`config.mk`:
```
export PLATFORM = sky130hd
export DESIGN_NAME = arp_cache_learn_resolve_core_flat
export DESIGN_NICKNAME = d
export VERILOG_FILES = /design/src/design/arpc_pkg.sv /design/src/design/arpc_in_if.sv /design/src/design/arpc_out_if.sv /design/src/design/arpc_cfg_if.sv /design/src/design/arp_cache_learn_resolve_core.sv /design/src/design/arpc_store.sv /design/src/design/arpc_match.sv /design/src/flat_wrapper.sv
export SDC_FILE = /design/constraint.sdc
export NUM_CORES = 2
export LEC_CHECK = 0
export BUFFER_PORTS_ARGS = -buffer_cell sky130_fd_sc_hd__buf_2
export CORE_MARGIN = 8
export CORE_UTILIZATION = 50
export CTS_CLUSTER_DIAMETER = 60
export DETAILED_ROUTE_END_ITERATION = 12
export MAX_ROUTING_LAYER = met4
export PLACE_DENSITY = 0.74
export SYNTH_ARGS = -nofsm -noshare
export SYNTH_HDL_FRONTEND = slang
export SYNTH_SLANG_ARGS = --single-unit
```
`constraint.sdc`:
```
create_clock -name clk -period 23.7 [get_ports clk]
set_clock_uncertainty 0.15 [all_clocks]
set_input_delay 1.185 -clock clk [delete_from_list [all_inputs] [get_ports clk]]
set_output_delay 1.185 -clock clk [all_outputs]
set_load 0.05 [all_outputs]
```
`src/design/arpc_pkg.sv`:
```
// Package for the ARP cache: word types, register indexes, status codes
// and protocol constants. No dependencies.
`default_nettype none

package arpc_pkg;

  localparam int SLOT_W     = 4;
  localparam int CFG_IDX_W  = 4;
  localparam int CFG_DATA_W = 48;

  localparam logic [10:0] ARP_MIN_LEN = 11'd28;
  localparam logic [15:0] HW_ETHERNET = 16'h0001;
  localparam logic [15:0] PROTO_IPV4  = 16'h0800;
  localparam logic [15:0] OP_REQUEST  = 16'h0001;
  localparam logic [31:0] IP_ALL_ONES = 32'hFFFF_FFFF;
  localparam logic [47:0] BCAST_MAC_RST = 48'hFFFF_FFFF_FFFF;

  localparam logic [CFG_IDX_W-1:0] REG_LOCAL_IP  = CFG_IDX_W'(0);
  localparam logic [CFG_IDX_W-1:0] REG_BCAST_MAC = CFG_IDX_W'(1);

  localparam logic CMD_LEARN   = 1'b0;
  localparam logic CMD_RESOLVE = 1'b1;

  localparam logic [2:0] ST_SHORT_DROP = 3'd0;
  localparam logic [2:0] ST_TYPE_DROP  = 3'd1;
  localparam logic [2:0] ST_LEARNED    = 3'd2;
  localparam logic [2:0] ST_LEARN_REPLY = 3'd3;
  localparam logic [2:0] ST_HIT        = 3'd4;
  localparam logic [2:0] ST_BROADCAST  = 3'd5;
  localparam logic [2:0] ST_MISS       = 3'd6;

  typedef struct packed {
    logic        cmd;
    logic [10:0] frame_len;
    logic [15:0] hw_type;
    logic [15:0] proto_type;
    logic [15:0] opcode;
    logic [31:0] sender_ip;
    logic [47:0] sender_mac;
    logic [31:0] tgt_ip;
    logic [31:0] query_ip;
  } in_word_t;

  typedef struct packed {
    logic [2:0]        status;
    logic [47:0]       mac_out;
    logic [31:0]       ip_out;
    logic [SLOT_W-1:0] slot;
  } out_word_t;

  // Control of the match unit by the sequencer.
  typedef struct packed {
    logic clear;
    logic cmp_en;
  } match_ctl_t;

endpackage

`default_nettype wire

```
`src/design/arpc_in_if.sv`:
```
// Input channel of the ARP cache: valid/ready plus one item word.
// Depends on arpc_pkg.
`default_nettype none

interface arpc_in_if;
  import arpc_pkg::*;
  logic     valid;
  logic     ready;
  in_word_t data;
  modport source (output valid, output data, input ready);
  modport sink (input valid, input data, output ready);
endinterface

`default_nettype wire

```
`src/design/arpc_out_if.sv`:
```
// Result channel of the ARP cache: valid/ready plus one result word.
// Depends on arpc_pkg.
`default_nettype none

interface arpc_out_if;
  import arpc_pkg::*;
  logic      valid;
  logic      ready;
  out_word_t data;
  modport source (output valid, output data, input ready);
  modport sink (input valid, input data, output ready);
endinterface

`default_nettype wire

```
`src/design/arpc_cfg_if.sv`:
```
// Configuration write channel of the ARP cache: register index and data.
// Depends on arpc_pkg.
`default_nettype none

interface arpc_cfg_if;
  import arpc_pkg::*;
  logic                  valid;
  logic                  ready;
  logic [CFG_IDX_W-1:0]  index;
  logic [CFG_DATA_W-1:0] data;
  modport source (output valid, output index, output data, input ready);
  modport sink (input valid, input index, input data, output ready);
endinterface

`default_nettype wire

```
`src/design/arp_cache_learn_resolve_core.sv`:
```
// Top level of the ARP cache: sequencer, configuration registers and the
// result register. Uses arpc_pkg, the three channel interfaces,
// arpc_store and arpc_match.
`default_nettype none

// ARP address-resolution cache with ENTRIES entries (2 to 16). Each input
// word either learns the sender mapping of a received ARP header or
// resolves an IP address, and produces exactly one result word. A learn or
// resolve that needs the table walks it one entry per cycle through a
// single compare unit fed by the registered read port of the entry
// memories; the walk ends with the final compare and the sequencer then
// moves to its finishing state, from which the result is loaded into the
// output register. Dropped learn words and broadcast resolves skip the
// walk and go from idle straight to the finishing state. A stalled result
// register holds the sequencer in its finishing state. The block accepts
// one word at a time: in_ch.ready is high only while the sequencer is idle,
// though a new word is taken while an earlier result still waits in the
// output register. The valid flags of all entries are cleared by reset
// together, so no clearing pass follows reset. Configuration writes are
// always accepted and should only be issued while no word is in flight.
module arp_cache_learn_resolve_core #(
  parameter int ENTRIES = 16
) (
  input  wire logic  clk,
  input  wire logic  rst_n,
  arpc_in_if.sink    in_ch,
  arpc_out_if.source out_ch,
  arpc_cfg_if.sink   cfg_ch
);
  import arpc_pkg::*;

  localparam int IW = $clog2(ENTRIES);
  localparam logic [IW-1:0] LAST_IDX = IW'(ENTRIES - 1);

  // Sequencer states.
  localparam logic [1:0] S_IDLE = 2'd0;
  localparam logic [1:0] S_SCAN = 2'd1;
  localparam logic [1:0] S_FIN  = 2'd2;

  logic [1:0]    state_r, state_nxt;
  in_word_t      item_r;
  logic [31:0]   local_ip_r;
  logic [47:0]   bcast_mac_r;

  // Table walk: cnt_r is the address being read, the cmp_* registers
  // follow it by one register, in step with the registered read data.
  logic [IW-1:0] cnt_r;
  logic          issue_r;
  logic          cmp_vld_r;
  logic          cmp_last_r;
  logic [IW-1:0] cmp_idx_r;

  logic          out_valid_r;
  out_word_t     out_data_r;

  logic          in_acc;
  logic          in_needs_walk;
  logic          fin_go;
  logic          learn_ok;
  logic [IW-1:0] wr_idx;
  out_word_t     result;

  logic [31:0]   rd_ip;
  logic [47:0]   rd_mac;
  logic          rd_valid;
  match_ctl_t    mctl;
  logic          hit;
  logic [IW-1:0] hit_idx;
  logic [47:0]   hit_mac;
  logic          free_seen;
  logic [IW-1:0] vacant_idx;

  assign in_ch.ready  = (state_r == S_IDLE);
  assign in_acc       = in_ch.valid && in_ch.ready;
  assign cfg_ch.ready = 1'b1;
  assign out_ch.valid = out_valid_r;
  assign out_ch.data  = out_data_r;

  // A learn word walks the table only if it passes the header checks, and a
  // resolve word only if it is not the broadcast address.
  always_comb begin
    if (in_ch.data.cmd == CMD_LEARN) begin
      in_needs_walk = (in_ch.data.frame_len >= ARP_MIN_LEN) &&
                      (in_ch.data.hw_type == HW_ETHERNET) &&
                      (in_ch.data.proto_type == PROTO_IPV4);
    end else begin
      in_needs_walk = (in_ch.data.query_ip != IP_ALL_ONES);
    end
  end

  // Configuration registers.
  always_ff @(posedge clk) begin
    if (!rst_n) begin
      local_ip_r  <= '0;
      bcast_mac_r <= BCAST_MAC_RST;
    end else if (cfg_ch.valid && cfg_ch.ready) begin
      if (cfg_ch.index == REG_LOCAL_IP) begin
        local_ip_r <= cfg_ch.data[31:0];
      end else if (cfg_ch.index == REG_BCAST_MAC) begin
        bcast_mac_r <= cfg_ch.data;
      end
    end
  end

  // The result leaves the sequencer once the output register is free.
  assign fin_go = (state_r == S_FIN) && (!out_valid_r || out_ch.ready);

  always_comb begin
    state_nxt = state_r;
    unique case (state_r)
      S_IDLE: begin
        if (in_acc) begin
          state_nxt = in_needs_walk ? S_SCAN : S_FIN;
        end
      end
      S_SCAN: begin
        if (cmp_vld_r && cmp_last_r) begin
          state_nxt = S_FIN;
        end
      end
      S_FIN: begin
        if (fin_go) begin
          state_nxt = S_IDLE;
        end
      end
      default: begin
        state_nxt = S_IDLE;
      end
    endcase
  end

  always_ff @(posedge clk) begin
    if (!rst_n) begin
      state_r    <= S_IDLE;
      issue_r    <= 1'b0;
      cmp_vld_r  <= 1'b0;
      cmp_last_r <= 1'b0;
      cnt_r      <= '0;
    end else begin
      state_r    <= state_nxt;
      cmp_vld_r  <= issue_r;
      cmp_last_r <= issue_r && (cnt_r == LAST_IDX);
      if (in_acc) begin
        cnt_r   <= '0;
        issue_r <= in_needs_walk;
      end else if (issue_r) begin
        cnt_r   <= cnt_r + IW'(1);
        issue_r <= (cnt_r != LAST_IDX);
      end
    end
  end

  always_ff @(posedge clk) begin
    if (in_acc) begin
      item_r <= in_ch.data;
    end
    cmp_idx_r <= cnt_r;
  end

  assign mctl.clear  = in_acc;
  assign mctl.cmp_en = cmp_vld_r;

  arpc_store #(
    .ENTRIES (ENTRIES)
  ) u_store (
    .clk        (clk),
    .rst_n      (rst_n),
    .rd_en      (issue_r),
    .rd_addr    (cnt_r),
    .wr_en      (fin_go && learn_ok),
    .wr_addr    (wr_idx),
    .wr_ip      (item_r.sender_ip),
    .wr_mac     (item_r.sender_mac),
    .rd_ip_r    (rd_ip),
    .rd_mac_r   (rd_mac),
    .rd_valid_r (rd_valid)
  );

  arpc_match #(
    .ENTRIES (ENTRIES)
  ) u_match (
    .clk          (clk),
    .rst_n        (rst_n),
    .ctl          (mctl),
    .key          ((item_r.cmd == CMD_LEARN) ? item_r.sender_ip : item_r.query_ip),
    .cmp_idx      (cmp_idx_r),
    .rd_ip        (rd_ip),
    .rd_mac       (rd_mac),
    .rd_valid     (rd_valid),
    .hit_r        (hit),
    .hit_idx_r    (hit_idx),
    .hit_mac_r    (hit_mac),
    .free_r       (free_seen),
    .vacant_idx_r (vacant_idx)
  );

  // An existing entry is updated, else the lowest free one is filled, else
  // entry zero is evicted.
  always_comb begin
    if (hit) begin
      wr_idx = hit_idx;
    end else if (free_seen) begin
      wr_idx = vacant_idx;
    end else begin
      wr_idx = '0;
    end
  end

  assign learn_ok = (item_r.cmd == CMD_LEARN) &&
                    (item_r.frame_len >= ARP_MIN_LEN) &&
                    (item_r.hw_type == HW_ETHERNET) &&
                    (item_r.proto_type == PROTO_IPV4);

  always_comb begin
    result = '0;
    if (item_r.cmd == CMD_LEARN) begin
      if (item_r.frame_len < ARP_MIN_LEN) begin
        result.status = ST_SHORT_DROP;
      end else if (!learn_ok) begin
        result.status = ST_TYPE_DROP;
      end else begin
        result.slot = SLOT_W'(wr_idx);
        if ((item_r.opcode == OP_REQUEST) && (item_r.tgt_ip == local_ip_r)) begin
          result.status  = ST_LEARN_REPLY;
          result.mac_out = item_r.sender_mac;
          result.ip_out  = item_r.sender_ip;
        end else begin
          result.status = ST_LEARNED;
        end
      end
    end else begin
      result.ip_out = item_r.query_ip;
      if (item_r.query_ip == IP_ALL_ONES) begin
        result.status  = ST_BROADCAST;
        result.mac_out = bcast_mac_r;
      end else if (hit) begin
        result.status  = ST_HIT;
        result.mac_out = hit_mac;
        result.slot    = SLOT_W'(hit_idx);
      end else begin
        result.status = ST_MISS;
      end
    end
  end

  always_ff @(posedge clk) begin
    if (!rst_n) begin
      out_valid_r <= 1'b0;
    end else if (fin_go) begin
      out_valid_r <= 1'b1;
    end else if (out_ch.ready) begin
      out_valid_r <= 1'b0;
    end
  end

  always_ff @(posedge clk) begin
    if (fin_go) begin
      out_data_r <= result;
    end
  end

`ifndef ASSERT_OFF
  // Compare results only arrive while the table is being walked.
  a_cmp_in_scan: assert property (@(posedge clk) disable iff (!rst_n)
    cmp_vld_r |-> (state_r == S_SCAN))
    else $error("compare result outside table walk");

  // Once reads stop during a walk, the final compare is the one pending.
  a_scan_drain: assert property (@(posedge clk) disable iff (!rst_n)
    ((state_r == S_SCAN) && !issue_r) |-> (cmp_vld_r && cmp_last_r))
    else $error("table walk stalled without a final compare");

  // A new result word is only loaded from the finishing state.
  a_out_from_fin: assert property (@(posedge clk) disable iff (!rst_n)
    $rose(out_valid_r) |-> ($past(state_r) == S_FIN))
    else $error("result offered without finishing an item");
`endif

endmodule

`default_nettype wire

```
`src/design/arpc_store.sv`:
```
// Entry store of the ARP cache: IP and MAC memories with one write and one
// registered read port, and per-entry valid flags cleared by reset.
`default_nettype none

module arpc_store #(
  parameter int ENTRIES = 16
) (
  input  wire logic                        clk,
  input  wire logic                        rst_n,
  input  wire logic                        rd_en,
  input  wire logic [$clog2(ENTRIES)-1:0]  rd_addr,
  input  wire logic                        wr_en,
  input  wire logic [$clog2(ENTRIES)-1:0]  wr_addr,
  input  wire logic [31:0]                 wr_ip,
  input  wire logic [47:0]                 wr_mac,
  output logic [31:0]                      rd_ip_r,
  output logic [47:0]                      rd_mac_r,
  output logic                             rd_valid_r
);

  logic [31:0]        ip_mem  [ENTRIES];
  logic [47:0]        mac_mem [ENTRIES];
  logic [ENTRIES-1:0] valid_r;

  always_ff @(posedge clk) begin
    if (wr_en) begin
      ip_mem[wr_addr]  <= wr_ip;
      mac_mem[wr_addr] <= wr_mac;
    end
    if (rd_en) begin
      rd_ip_r  <= ip_mem[rd_addr];
      rd_mac_r <= mac_mem[rd_addr];
    end
  end

  always_ff @(posedge clk) begin
    if (!rst_n) begin
      valid_r    <= '0;
      rd_valid_r <= 1'b0;
    end else begin
      if (wr_en) begin
        valid_r[wr_addr] <= 1'b1;
      end
      if (rd_en) begin
        rd_valid_r <= valid_r[rd_addr];
      end
    end
  end

endmodule

`default_nettype wire

```
`src/design/arpc_match.sv`:
```
// Shared compare unit of the ARP cache: compares one stored entry a cycle
// while cmp_en is high with the key and keeps the first hit and the first free entry.
`default_nettype none

module arpc_match #(
  parameter int ENTRIES = 16
) (
  input  wire logic                           clk,
  input  wire logic                           rst_n,
  input  wire arpc_pkg::match_ctl_t           ctl,
  input  wire logic [31:0]                    key,
  input  wire logic [$clog2(ENTRIES)-1:0]     cmp_idx,
  input  wire logic [31:0]                    rd_ip,
  input  wire logic [47:0]                    rd_mac,
  input  wire logic                           rd_valid,
  output logic                                hit_r,
  output logic [$clog2(ENTRIES)-1:0]          hit_idx_r,
  output logic [47:0]                         hit_mac_r,
  output logic                                free_r,
  output logic [$clog2(ENTRIES)-1:0]          vacant_idx_r
);
  import arpc_pkg::*;

  logic eq;

  assign eq = rd_valid && (rd_ip == key);

  always_ff @(posedge clk) begin
    if (!rst_n) begin
      hit_r  <= 1'b0;
      free_r <= 1'b0;
    end else if (ctl.clear) begin
      hit_r  <= 1'b0;
      free_r <= 1'b0;
    end else if (ctl.cmp_en) begin
      if (eq && !hit_r) begin
        hit_r <= 1'b1;
      end
      if (!rd_valid && !free_r) begin
        free_r <= 1'b1;
      end
    end
  end

  always_ff @(posedge clk) begin
    if (ctl.cmp_en && !ctl.clear) begin
      if (eq && !hit_r) begin
        hit_idx_r <= cmp_idx;
        hit_mac_r <= rd_mac;
      end
      if (!rd_valid && !free_r) begin
        vacant_idx_r <= cmp_idx;
      end
    end
  end

endmodule

`default_nettype wire
```
`src/flat_wrapper.sv`:
```
// flat-port wrapper written by rule: the top's interface ports become plain ports
module arp_cache_learn_resolve_core_flat import arpc_pkg::*;
#(
  parameter int ENTRIES = 16
)
  (clk, rst_n, in_ch_valid, in_ch_data, in_ch_ready, out_ch_valid, out_ch_data, out_ch_ready, cfg_ch_valid, cfg_ch_index, cfg_ch_data, cfg_ch_ready);
  arpc_in_if in_ch_i ();
  arpc_out_if out_ch_i ();
  arpc_cfg_if cfg_ch_i ();
  input  wire logic clk;
  input  wire logic rst_n;
  input wire logic [$bits(in_ch_i.valid)-1:0] in_ch_valid;
  input wire logic [$bits(in_ch_i.data)-1:0] in_ch_data;
  output wire logic [$bits(in_ch_i.ready)-1:0] in_ch_ready;
  output wire logic [$bits(out_ch_i.valid)-1:0] out_ch_valid;
  output wire logic [$bits(out_ch_i.data)-1:0] out_ch_data;
  input wire logic [$bits(out_ch_i.ready)-1:0] out_ch_ready;
  input wire logic [$bits(cfg_ch_i.valid)-1:0] cfg_ch_valid;
  input wire logic [$bits(cfg_ch_i.index)-1:0] cfg_ch_index;
  input wire logic [$bits(cfg_ch_i.data)-1:0] cfg_ch_data;
  output wire logic [$bits(cfg_ch_i.ready)-1:0] cfg_ch_ready;
  assign in_ch_i.valid = in_ch_valid;
  assign in_ch_i.data = in_ch_data;
  assign in_ch_ready = in_ch_i.ready;
  assign out_ch_valid = out_ch_i.valid;
  assign out_ch_data = out_ch_i.data;
  assign out_ch_i.ready = out_ch_ready;
  assign cfg_ch_i.valid = cfg_ch_valid;
  assign cfg_ch_i.index = cfg_ch_index;
  assign cfg_ch_i.data = cfg_ch_data;
  assign cfg_ch_ready = cfg_ch_i.ready;
  arp_cache_learn_resolve_core #(.ENTRIES(ENTRIES)) u_core (.clk(clk), .rst_n(rst_n), .in_ch(in_ch_i), .out_ch(out_ch_i), .cfg_ch(cfg_ch_i));
endmodule
```
### Word level (Yosys, flattened, before mapping)

Memories as Yosys holds them, arrays and structs flattened. A register that Yosys moved wholly into a read port is not among the register bits.
Index checks and enable logic that the tools add are counted.

* equality and inequality tests: 17
* reductions and logical operators: 33
* magnitude comparators: 6
* bitwise logic cells: 4
* add/subtract/negate cells: 1
* mux-type cells: 31

Operators with widths (count)
* two-way mux 84 bit: 2
* two-way mux 87 bit: 1
* two-way mux 80 bit: 1
* == test 32 bit: 2
* two-way mux 51 bit: 1
* == test 16 x 1 -> 1 bit, second input constant: 3
* two-way mux 48 bit: 1
* == test 16 x 12 -> 1 bit, second input constant: 2
* == test 32 bit, second input constant: 1
* two-way mux 32 bit: 1
* inequality test 32 bit, second input constant: 1
* >= comparator 11 x 5 -> 1 bit, second input constant: 2
* logical AND 1 bit: 16
* two-way mux 4 bit: 4
* OR 16 bit: 1
* less-than comparator 11 x 5 -> 1 bit, second input constant: 1
* less-than comparator 4 x 5 -> 1 bit, second input constant: 2
* two-way mux 1 bit: 10
* two-way mux 2 bit: 5
* AND reduction 2 bit: 5
* two-way mux 3 bit: 2
* one-hot mux 2 bit (3 select lines): 1
* AND reduction 3 bit: 2
* zero test 1 bit: 5
* 17 further kinds: 20

* output and inout port bits: 90
* register bits after elaboration: 460
* memories kept: 2
* input bits: 261
* logic and storage cells: 123
* RAM bits: 1280

Memory list
* u_core.u_store.mac_mem: words 16, width 48, read ports 1, clocked after Yosys merged registers in 1, write ports 1, RTL line arpc_store.sv:22 `logic [47:0] mac_mem [ENTRIES];`
* u_core.u_store.ip_mem: words 16, width 32, read ports 1, clocked after Yosys merged registers in 1, write ports 1, RTL line arpc_store.sv:21 `logic [31:0] ip_mem [ENTRIES];`

### Longest topological paths before layout

* word-level depth: 7
* depth in mapped cells: 8
* depth with buffers taken out: 6

### Modules after synthesis

Synthesis repeated with hierarchy kept, for this count alone.

* cell total of the unflattened synthesis: 3201
* area total of the unflattened synthesis: 68341.8 um^2

By module, submodules not included
* arpc_store: seq. area each 41179.5 um^2, area each 51102.8 um^2, instances 1, cells an instance 1926
* arp_cache_learn_resolve_core: seq. area each 10560.1 um^2, area each 15124.5 um^2, instances 1, cells an instance 1165
* arpc_match: seq. area each 1721.7 um^2, area each 2114.5 um^2, instances 1, cells an instance 110

### Worst setup path before layout

OpenSTA, ideal clock, no wires.

* path type: input port to flip-flop
* start: input port out_ch_ready
* end: memory u_core.u_store.ip_mem[4][0] (enable)
* required time: 23.029 ns
* stages: 4
* setup time: 0.521 ns
* setup slack: 13.786 ns
* path buffers: 0
* arrival: 9.244 ns
* cell sequence: nor2b_1 > nor2_1 > nand3_1 > nor2_1

* cells in the longest elaborated chain, start to end: 5

Ends and longest elaborated chain
* start, declared: RTL line flat_wrapper.sv:17 `input wire logic [$bits(out_ch_i.ready)-1:0] out_ch_ready;`
* logical OR 1 bit: RTL line arp_cache_learn_resolve_core.sv:106 `assign fin_go = (state_r == S_FIN) && (!out_valid_r || out_ch.ready);`
* logical AND 1 bit: RTL line arp_cache_learn_resolve_core.sv:106
* via u_core.fin_go: RTL line arp_cache_learn_resolve_core.sv:58 `logic fin_go;`
* logical AND 1 bit: RTL line arp_cache_learn_resolve_core.sv:170 `.wr_en (fin_go && learn_ok),`
* two-way mux 1 bit: RTL line arpc_store.sv:26 `if (wr_en) begin`
* two-way mux 1 bit (implied by the code): RTL line arpc_store.sv:27 `ip_mem[wr_addr] <= wr_ip;`
* end, declared: RTL line arpc_store.sv:21

The timed path passes the listed nets, and every way through them passes these cells.

### Final worst setup path

* start: register u_core.item_r[203] (netlist bit)
* end: register u_core.u_match.hit_mac_r[11] (enable)

* cells in the longest elaborated chain, start to end: 5

Ends and longest elaborated chain
* start, declared: RTL line arp_cache_learn_resolve_core.sv:41 `in_word_t item_r;`
* start signal, assigned: RTL line arp_cache_learn_resolve_core.sv:155 `item_r <= in_ch.data;`
* two-way mux 32 bit: RTL line arp_cache_learn_resolve_core.sv:185 `.key ((item_r.cmd == CMD_LEARN) ? item_r.sender_ip : item_r.query_ip),`
* == test 32 bit: RTL line arpc_match.sv:26 `assign eq = rd_valid && (rd_ip == key);`
* logical AND 1 bit: RTL line arpc_match.sv:26
* logical AND 1 bit: RTL line arpc_match.sv:47 `if (eq && !hit_r) begin`
* AND reduction 2 bit (no source line)
* end signal, assigned: RTL line arpc_match.sv:49 `hit_mac_r <= rd_mac;`
* end, declared: RTL line arpc_match.sv:18 `output logic [47:0] hit_mac_r,`

Every way passes these cells.
A chain may end at the register's enable or synchronous reset.

==> out/results.txt <==
Synth top cells by count: edfxtp_1 (1705), mux4_2 (405), nand2_1 (268), dfxtp_1 (113), nand3_1 (105)
GPL Wtd Cong: 0.784
syn nets: 3395
CTS tree: yes
global-route wire length before repair: 239000 um
Seq/Total Area, Yosys: 79.0%
Initial Utilization: 50.2%
vias per inst: 6.13
Clock Path Buffers: 3
WL/cell: 30.2 um
Max-slew headroom: 20.6%
Crit Reg-Reg Endpoint: u_core.u_match.hit_mac_r[11]
antenna violations before repair: 13
depth of the most critical reg-to-reg path: 9
VDD IR max: 0.0865 mV
FF-to-FF Start: u_core.item_r[203]
Post-Layout Cell Count: 5517
asr flop ratio synth: 0%
hold_buf cts: 0
Cells after Synth: 3133
CP endpoint kind: register
most common cell in the netlist: edfxtp_1
I/O pin total: 351
Rows: 135
Reg clk slew, reported paths: 0.06 ns
DIE WIDTH: 384 um
Lkg Pwr: 0.0248 uW
ys flop type: edfxtp_1
DR pass1 iterations: 5
critical path class: register to register
# H-tree levels: 4
Layout area overhead: 14.6%
Post-DP Area: 71700 sq um
post-route cell area: 77600 sq um
core area: 135000 sq um
library cell with the largest summed area after synthesis: edfxtp_1
CP required: 23.97 ns
Cell Pwr Density: 85.9 nW/um^2
synthesis-stage register bit count: 1818
hpwl dp: 88100 um
clock insertion delay at the later pin of the skew report: 0.82 ns
Post-synth EDFFs: 1705
hold endpoint: u_core.u_match.hit_mac_r[7]
Setup Buffers After CTS: 0
Area contributors post-synth: edfxtp_1 (76%), mux4_2 (13%), dfxtp_1 (3.3%)
root buffer cell: clkbuf_16
WP data arrival: 6.13 ns
Total GRT Usage: 23.0%
Port Buf Inserts: 347
post-layout min period: 5.85 ns
setup TNS: 0 ns
DR vias: 33800
final setup vio count: 0
CP startpoint kind: register
Ys Warns: 0
worst min path class: register to register
Cells after DPL: 5170
Inserted Clock Buffers: 179
RSZ-0062 raised after global routing: false
Slew Viols, Final: 0
Final Net Count: 3832
largest net degree at the start of global routing: 150
Mean Syn Cell Area: 21.6 sq um
area of the die: 147000 sq um
drt total wl: 167000 um
clock sink count: 1818
final hold violations: 0
Max Cap Violations: 0
status: complete, no violations
Initial DRC Count: 4122
Chip Height: 384 um
Yosys cell types: 43
hold depth: 0
worst-margin pin slew: 1.18 ns
crit path max fanout: 61
R2R setup slack: 17.85 ns
top-area cell type share of the netlist area: 75.6%
DRC: 0
Detail Route Antenna Nets: 0
Fmax: 0.171 GHz
GRT overflow: 0
Post-Syn Area: 67700 sq um
Final period util: 24.7%
post_cts resized: 0
hold_sp: u_core.u_store.rd_mac_r[7]
fraction of layout instances using a drive strength above 1: 30.2%
vias in the first global route: 34500
routing by layer:
| layer | track usage (%) | part of all wire, % |
|---|---|---|
| met1 | 30.3 | 38 |
| met2 | 35.0 | 47 |
| met3 | 6.72 | 11 |
| met4 | 7.35 | 3.2 |
| met5 | - | 0 |
metrics by stage:
stage          total power [uW]  util [%]  setup slack [ns]  hold WS [ns]
6_report                   6660      57.5             17.85         0.256
5_1_grt                    6840      57.5             17.71         0.274
4_1_cts                    6700      57.4             17.97         0.265
3_5_place_dp               3940      53.1             17.65         0.255
3_3_place_gp               3930      53.1             17.72         0.254
2_1_floorplan              3830         -             13.79         0.211
final cells by class:
class,count,area [sq um]
Inverter,3,18.8
Clock buffer,227,4790
Sequential cell,1818,53500
Antenna cell,14,35.0
Clock inverter,106,1030
Tap cell,1781,2230
Timing Repair Buffer,414,2280
Multi-Input combinational cell,1154,13700
Fill cell,9463,57400
critical path, stage by stage (launching register included):
cell and delay, ns:
edfxtp_1 0.37, buf_4 0.80, buf_4 0.86, mux2i_1 0.35, xnor2_1 0.15, nor4_1 0.73, nand4_1 0.43, nor4_1 0.48
and2_2 0.22, buf_4 0.80
sequential cells by signal, indices dropped and copies added, names as in the netlist, 32 cells and up:
signal and cells:
u_core.u_match.hit_mac_r 48, u_core.bcast_mac_r 48, u_core.local_ip_r 32, u_core.u_store.ip_mem 512
u_core.item_r 202, u_core.out_ch.data 87, u_core.u_store.rd_ip_r 32, u_core.u_store.mac_mem 768
u_core.u_store.rd_mac_r 48
cells in the final DEF, fill, tap and decap left out, types with 35 or more instances in the layout:
master | netlist | routed
buf_4 | 9 | 64
mux4_2 | 405 | 405
clkbuf_1 | 99 | 36
xor2_1 | 35 | 35
clkinv_2 | 0 | 37
dfxtp_1 | 113 | 107
a22o_1 | 80 | 80
edfxtp_1 | 1705 | 1705
nand2_1 | 268 | 266
nand3_1 | 105 | 105
buf_2 | 31 | 347
clkbuf_16 | 0 | 180
how the worst max path moves through the flow:
stage | from | end | slack (ns) | depth (start not counted)
after floorplan | out_ch_ready | u_core.u_store.ip_mem[4][0] | 13.79 | 4
after global placement | out_ch_ready | u_core.u_store.mac_mem[5][22] | 17.72 | 9
after detailed placement | out_ch_ready | u_core.u_store.mac_mem[5][22] | 17.65 | 9
after CTS | u_core.item_r[203] | u_core.u_match.hit_mac_r[11] | 17.97 | 9
after global routing | u_core.item_r[203] | u_core.u_match.hit_mac_r[24] | 17.71 | 9
final | u_core.item_r[203] | u_core.u_match.hit_mac_r[11] | 17.85 | 9
cell families (layout without fill, tap and decap cells):
logic type      after synthesis  count (layout)  synth area share (%)
compound gates              150             150                  1.78
xor+xnor                     67              67                 0.867
fa+ha+maj                     1               1                0.0185
buf+inv                     161             750                  1.00
flops                      1818            1818                  79.0
mux                         439             439                  14.0
other cells                   1              15               0.00554
simple gates                496             496                  3.36
where the power goes:
| part | total [uW] | switching [uW] | internal (uW) | leakage, uW |
|---|---|---|---|---|
| sequential | 3650 | 73.7 | 3580 | 0.0164 |
| clock | 2790 | 1220 | 1580 | 0.00286 |
| combinational | 216 | 135 | 80.6 | 0.00558 |
(Power assumes the default switching activity.)
